--- src/sems_pkg.sv ---
package sems_pkg;

  localparam int CFG_W   = 13;
  localparam int PIX_W   = 8;
  localparam int POS_W   = 12;
  localparam int GRAD_W  = 12;
  localparam int SUM_W   = 22;

  localparam logic [CFG_W-1:0] WIDTH_RST  = 13'd640;
  localparam logic [CFG_W-1:0] HEIGHT_RST = 13'd480;
  localparam logic [CFG_W-1:0] HEIGHT_MAX = 13'd4096;
  localparam logic [CFG_W-1:0] DIM_MIN    = 13'd3;

  typedef enum logic {
    REG_WIDTH  = 1'b0,
    REG_HEIGHT = 1'b1
  } reg_index_t;

  typedef struct packed {
    logic take;
    logic rd;
    logic upd;
    logic sq;
    logic step;
    logic load;
  } dp_cmd_t;

  typedef struct packed {
    logic interior;
    logic root_last;
    logic out_free;
  } dp_status_t;

endpackage

--- src/sems_ctrl.sv ---
module sems_ctrl import sems_pkg::*; (
  input  logic       clk,
  input  logic       rst,
  input  logic       in_valid,
  output logic       in_ready,
  input  dp_status_t status,
  output dp_cmd_t    cmd
);

  typedef enum logic [2:0] {
    S_IDLE,
    S_READ,
    S_GRAD,
    S_SQ,
    S_ROOT,
    S_OUT
  } state_t;

  state_t state;

  always_ff @(posedge clk) begin
    if (rst) begin
      state <= S_IDLE;
    end else begin
      case (state)
        S_IDLE: if (in_valid) state <= S_READ;
        S_READ: state <= S_GRAD;
        S_GRAD: state <= status.interior ? S_SQ : S_IDLE;
        S_SQ:   state <= S_ROOT;
        S_ROOT: if (status.root_last) state <= S_OUT;
        S_OUT:  if (status.out_free) state <= S_IDLE;
        default: state <= S_IDLE;
      endcase
    end
  end

  assign in_ready = (state == S_IDLE);

  always_comb begin
    cmd      = '0;
    cmd.take = (state == S_IDLE) && in_valid;
    cmd.rd   = (state == S_READ);
    cmd.upd  = (state == S_GRAD);
    cmd.sq   = (state == S_SQ);
    cmd.step = (state == S_ROOT);
    cmd.load = (state == S_OUT) && status.out_free;
  end

endmodule

--- config.mk ---
export PLATFORM = sky130hd
export DESIGN_NAME = sems_ctrl
export DESIGN_NICKNAME = d
export VERILOG_FILES = /design/src/sems_pkg.sv /design/src/sems_ctrl.sv
export SDC_FILE = /design/constraint.sdc
export NUM_CORES = 1
export LEC_CHECK = 0
export BUFFER_PORTS_ARGS = -buffer_cell sky130_fd_sc_hd__buf_4
export CAP_MARGIN = 0
export CORE_AREA = 2 2 39 41
export DETAILED_ROUTE_END_ITERATION = 8
export DIE_AREA = 0 0 41 43
export PLACE_DENSITY_LB_ADDON = 0.08
export SETUP_SLACK_MARGIN = 0.02
export SLEW_MARGIN = 20
export SYNTH_ARGS = -nofsm -noshare
export SYNTH_HDL_FRONTEND = slang
export SYNTH_SLANG_ARGS = --single-unit
--- constraint.sdc ---
create_clock -name clk -period 0.9 [get_ports clk]
set_input_delay 0.18 -clock clk [delete_from_list [all_inputs] [get_ports clk]]
set_output_delay 0.18 -clock clk [all_outputs]
set_load 0.005 [all_outputs]
**After elaboration in Yosys (flattened, before gate mapping)**

Cells that the tools add are included.

- Flip-flop bits (word level): 3
- Bits in latches: 0
- Memory bits (writable): 0
- ROM bits: 0
- Bits of input ports: 6
- Output and inout port bits: 7
- Logic and storage cells: 18
- Memories: 0

- $add $sub $neg: 0
- Multiply operators: 0
- Divide/modulo/power cells: 0
- Order comparisons: 0
- Equal/unequal tests: 8
- Shift operators: 0
- Mux-type cells: 5
- Bitwise operators: 0
- Reduce and logical (&&, ||, !) cells: 4

Operators with widths:

| operator | number |
|---|---|
| one-hot mux 3 bit (6 select lines) | 1 |
| 2-to-1 mux 3 bit | 3 |
| == test 3 x 2 -> 1 bit (second input constant) | 2 |
| == test 3 bit (second input constant) | 2 |
| != test 2 bit (second input constant) | 3 |
| == test 3 x 1 -> 1 bit (second input constant) | 1 |
| logical NOT 3 bit | 1 |
| AND reduction 3 bit | 1 |
| logical AND 1 bit | 2 |
| 2-to-1 mux 2 bit | 1 |

**Longest topological paths before layout**

- Depth after elaboration: 3
- Depth in mapped cells: 4
- Depth with buffers taken out: 3

**Worst setup path before layout**

OpenSTA, ideal clock, no wires.

- Path type: reg-to-output
- From: register state[0]
- To: output port cmd[5] (netlist bit)
- Data arrival time: 0.764 ns
- Data required time: 0.720 ns
- Setup slack: -0.044 ns
- Stages on the path, launching flop included: 4
- Path through: dfxtp_1 -> buf_6 -> nor3_2 -> and2_1

RTL lines:

| what | RTL line | source |
|---|---|---|
| start, declared | sems_ctrl.sv:19 | `state_t state;` |
| start signal, assigned | sems_ctrl.sv:28 | `S_GRAD: state <= status.interior ? S_SQ : S_IDLE;` |
| end, declared | sems_ctrl.sv:7 | `output dp_cmd_t cmd` |

==> qor_table.md <==
| Item | Value |
|:---|:---|
| Post-synthesis average cell area | 8.16 um2 |
| Area after detailed placement | 330 um2 |
| Uppermost signal routing layer after detailed routing | met3 |
| Std-Cell Rows | 14 |
| Largest buffer count on any clock path | 2 |
| Crit path capture type | primary output |
| Post-synthesis register bit count | 3 |
| Cell at the root of the clock tree | sky130_fd_sc_hd__clkbuf_4 |
| Mean number of vias per cell | 4.26 |
| Data required time of the worst path | 0.72 ns |
| Violations in the final reports | setup timing |
| Relative slew margins | 88.2% |
| Max-slew violation count | 0 |
| Worst R2R Start | state[2]$_SDFFE_PP0P_ |
| RSZ-0062 raised after global routing | true |
| Via count of the first global-routing pass | 273 |
| Biggest registers after layout | state: 3 flops |
| Signed area change from the synthesized netlist to the final layout | 110% |
| First-pass GRT wire length | 1110 um |
| Gate Count Post-Synth | 27 |
| TritonCTS clock tree | done |
| Final Hold Fails | 0 |
| Final worst path period share | 135% |
| Reg2reg setup slack | -0.19 ns |
| GP Congestion | 0.646 |
| Post-route met1 wirelength | 298 um |
| Port Buffer Count | 12 |
| Fraction of synthesized cell area taken by the top area cell type | 27.3% |
| Routed Wire Length | 759 um |
| CTS sink count | 3 |
| Total of endpoints with negative setup slack in the final report | 10 |
| Worst-margin pin slew | 0.175 ns |
| Fraction of the yosys area taken by sequential cells | 27.3% |
| MaxCap Viol Count | 0 |
| Global routing usage summed across all routing layers | 10.5% |
| Worst VDD drop | 0.000584 V |
| Residual antenna-violating net count after detailed routing | 0 |
| Number of CTS-inserted buffers | 3 |
| Maximum frequency from static timing analysis | 0.822 GHz |
| First-pass DRT Iterations | 4 |
| Area contributors post-synth | sky130_fd_sc_hd__dfxtp_1 27%, sky130_fd_sc_hd__buf_6 10%, sky130_fd_sc_hd__nor3_2 9.1% |
| Pin count of the biggest net entering global routing | 10 |
| Crit path time final | 1.22 ns |
| Number of cells on the worst reg-to-reg path | 5 |
| Cell area power density | 1370 mW/mm2 |
| Worst hold path class | input port to flop |
| CP Class | flop to primary output |
| Yosys warnings | 0 |
| Hold-critical path depth | 2 |
| Number of remaining DRC errors | 0 |
| Final Non-Filler Cells | 65 |
| Global-route congestion overflow total | 0 |
| Number of cells after detailed placement | 55 |
| Die Width | 41 um |
| Number of distinct library cells after synthesis | 16 |
| Capturing point of the worst reg2reg path | state[0]$_SDFFE_PP0P_ |
| Register with the most flip-flops | state |
| Total met3 wirelength after detailed routing | 30 um |
| Proportion of layout cells with a drive suffix above 1 | 71.4% |
| Synth Net Count | 33 |
| Clock slew at reported path FFs | 0.04 ns |
| Peak fanout along the critical path | 6 |
| Largest register FFs | 3 |
| Detail Placement HPWL | 442 um |
| Number of antenna violations at the first check in global routing | 0 |
| Vias | 277 |
| Clk_skew | 0.00103 ns |
| Post-Layout Inst Area | 463 um2 |
| Outcome | finished, violations left |
| Worst Min Path Start | rst |
| Leakage | 0.210 nW |
| Wire length per cell | 11.7 um |
| Biggest area consumer among synthesized cells | sky130_fd_sc_hd__dfxtp_1 |
| Worst path arrival time | 1.04 ns |
| Top-level port count | 13 |
| Starting density of the core | 15.9% |
| Nature of the critical path startpoint | flop |
| Min-Delay Endpoint | state[2]$_SDFFE_PP0P_ |
| Number of H-tree levels | 1 |
| Smallest setup slack after layout | -0.317 ns |
| Die Outline Area | 0.00176 mm2 |
| Die boundary height | 43 um |
| Core outline area | 0.00138 mm2 |
| Diodes inserted | 0 |
| Area of the mapped netlist | 220 um2 |
| Met2 routed WL | 430 um |
| Final Hold Slack | 0.113 ns |
| Drt initial violations | 6 |
| Final #Nets | 56 |
| Clock network latency to the later pin of the worst-skew pair | 0.24 ns |
| CTS hold repair buffers | 0 |
-- worst max-delay path by stage --
| stage | start | end | slack (ns) | cells past startpoint |
|---|---|---|---|---|
| after floorplan | state[0]$_SDFFE_PP0P_ | cmd[5] | -0.02 | 3 |
| after global placement | state[0]$_SDFFE_PP0P_ | cmd[1] | -0.17 | 3 |
| after detailed placement | state[0]$_SDFFE_PP0P_ | cmd[1] | -0.18 | 3 |
| after CTS | state[1]$_SDFFE_PP0P_ | cmd[5] | -0.33 | 3 |
| after global routing | state[0]$_SDFFE_PP0P_ | cmd[4] | -0.36 | 3 |
| final | state[0]$_SDFFE_PP0P_ | cmd[4] | -0.32 | 3 |
-- critical path: stages (launching register included) --
cell and delay, ns:
sky130_fd_sc_hd__dfxtp_4 0.37, sky130_fd_sc_hd__buf_2 0.14, sky130_fd_sc_hd__nor3b_2 0.16, sky130_fd_sc_hd__buf_4 0.13
-- logic make-up after synthesis --
group | Yosys count | synth area share (%)
buf+inv | 3 | 11.9
simple gates | 15 | 43.2
compound gates | 5 | 13.1
flops | 3 | 27.3
mux | 1 | 4.55
-- cells in the mapped netlist, drive strengths merged --
cell type and instances:
nor2 4, a21oi 3, dfxtp 3, nor3 3
and2 2, and3b 2, buf 2, nand2b 2
a31oi 1, inv 1, mux2i 1, nand2 1
nor3b 1, o21a 1
-- cells in the final DEF, fill, tap and decap left out --
| cell type | netlist | routed |
|---|---|---|
| sky130_fd_sc_hd__a21oi_1 | 3 | 2 |
| sky130_fd_sc_hd__a21oi_2 | 0 | 1 |
| sky130_fd_sc_hd__a31oi_4 | 0 | 1 |
| sky130_fd_sc_hd__and2_1 | 1 | 1 |
| sky130_fd_sc_hd__and2_2 | 1 | 1 |
| sky130_fd_sc_hd__and3b_1 | 2 | 1 |
| sky130_fd_sc_hd__and3b_2 | 0 | 1 |
| sky130_fd_sc_hd__buf_2 | 0 | 1 |
| sky130_fd_sc_hd__buf_4 | 0 | 14 |
| sky130_fd_sc_hd__buf_6 | 2 | 5 |
| sky130_fd_sc_hd__clkbuf_1 | 0 | 1 |
| sky130_fd_sc_hd__clkbuf_4 | 0 | 3 |
| sky130_fd_sc_hd__dfxtp_4 | 0 | 3 |
| sky130_fd_sc_hd__inv_1 | 1 | 1 |
| sky130_fd_sc_hd__mux2i_1 | 1 | 1 |
| sky130_fd_sc_hd__nand2_1 | 1 | 1 |
| sky130_fd_sc_hd__nand2b_1 | 2 | 1 |
| sky130_fd_sc_hd__nand2b_4 | 0 | 1 |
| sky130_fd_sc_hd__nor2_1 | 4 | 3 |
| sky130_fd_sc_hd__nor2_2 | 0 | 1 |
| sky130_fd_sc_hd__nor3_1 | 1 | 1 |
| sky130_fd_sc_hd__nor3_2 | 2 | 1 |
| sky130_fd_sc_hd__nor3_4 | 0 | 1 |
| sky130_fd_sc_hd__nor3b_2 | 0 | 1 |
| sky130_fd_sc_hd__o21a_1 | 1 | 1 |
-- per-layer routing --
metal  GRT usage [%]  up-vias
li1                -      136
met5               0        -
met4            10.0        0
met2            15.3       10
met3            4.71        0
met1            10.2      131
-- through the flow --
step	setup WS, ns	TNS, ns	util [%]	power (mW)
after floorplan	-0.0232	-0.0348	-	0.262
after global placement	-0.173	-1.05	23.9	0.337
after detailed placement	-0.180	-1.04	23.9	0.336
after CTS	-0.325	-2.30	30.8	0.621
after global routing	-0.359	-2.72	33.5	0.678
final	-0.317	-2.27	33.5	0.635
-- cell type report --
cell class	instances	area, um2
clock buffers	4	26.3
fillers	151	921
inverters	1	3.75
multi-input cells	21	175
flip-flops and latches	3	71.3
well taps	16	20.0
repair buffers	20	166
-- report_power, final --
part           internal [mW]  switching (mW)  leakage [nW]  total [mW]
Sequential             0.147          0.0258        0.0267       0.173
Combinational          0.136          0.0830         0.168       0.219
Clock                  0.167          0.0762        0.0150       0.243
Total                  0.450           0.185         0.210       0.635
-- repair_timing --
item                                    in CTS  in global routing
buffers inserted                             3                  3
gates resized for setup                     15                  6
pin swaps                                    4                  4
endpoints found under the setup margin      10                 10
(Power assumes the default switching activity.)
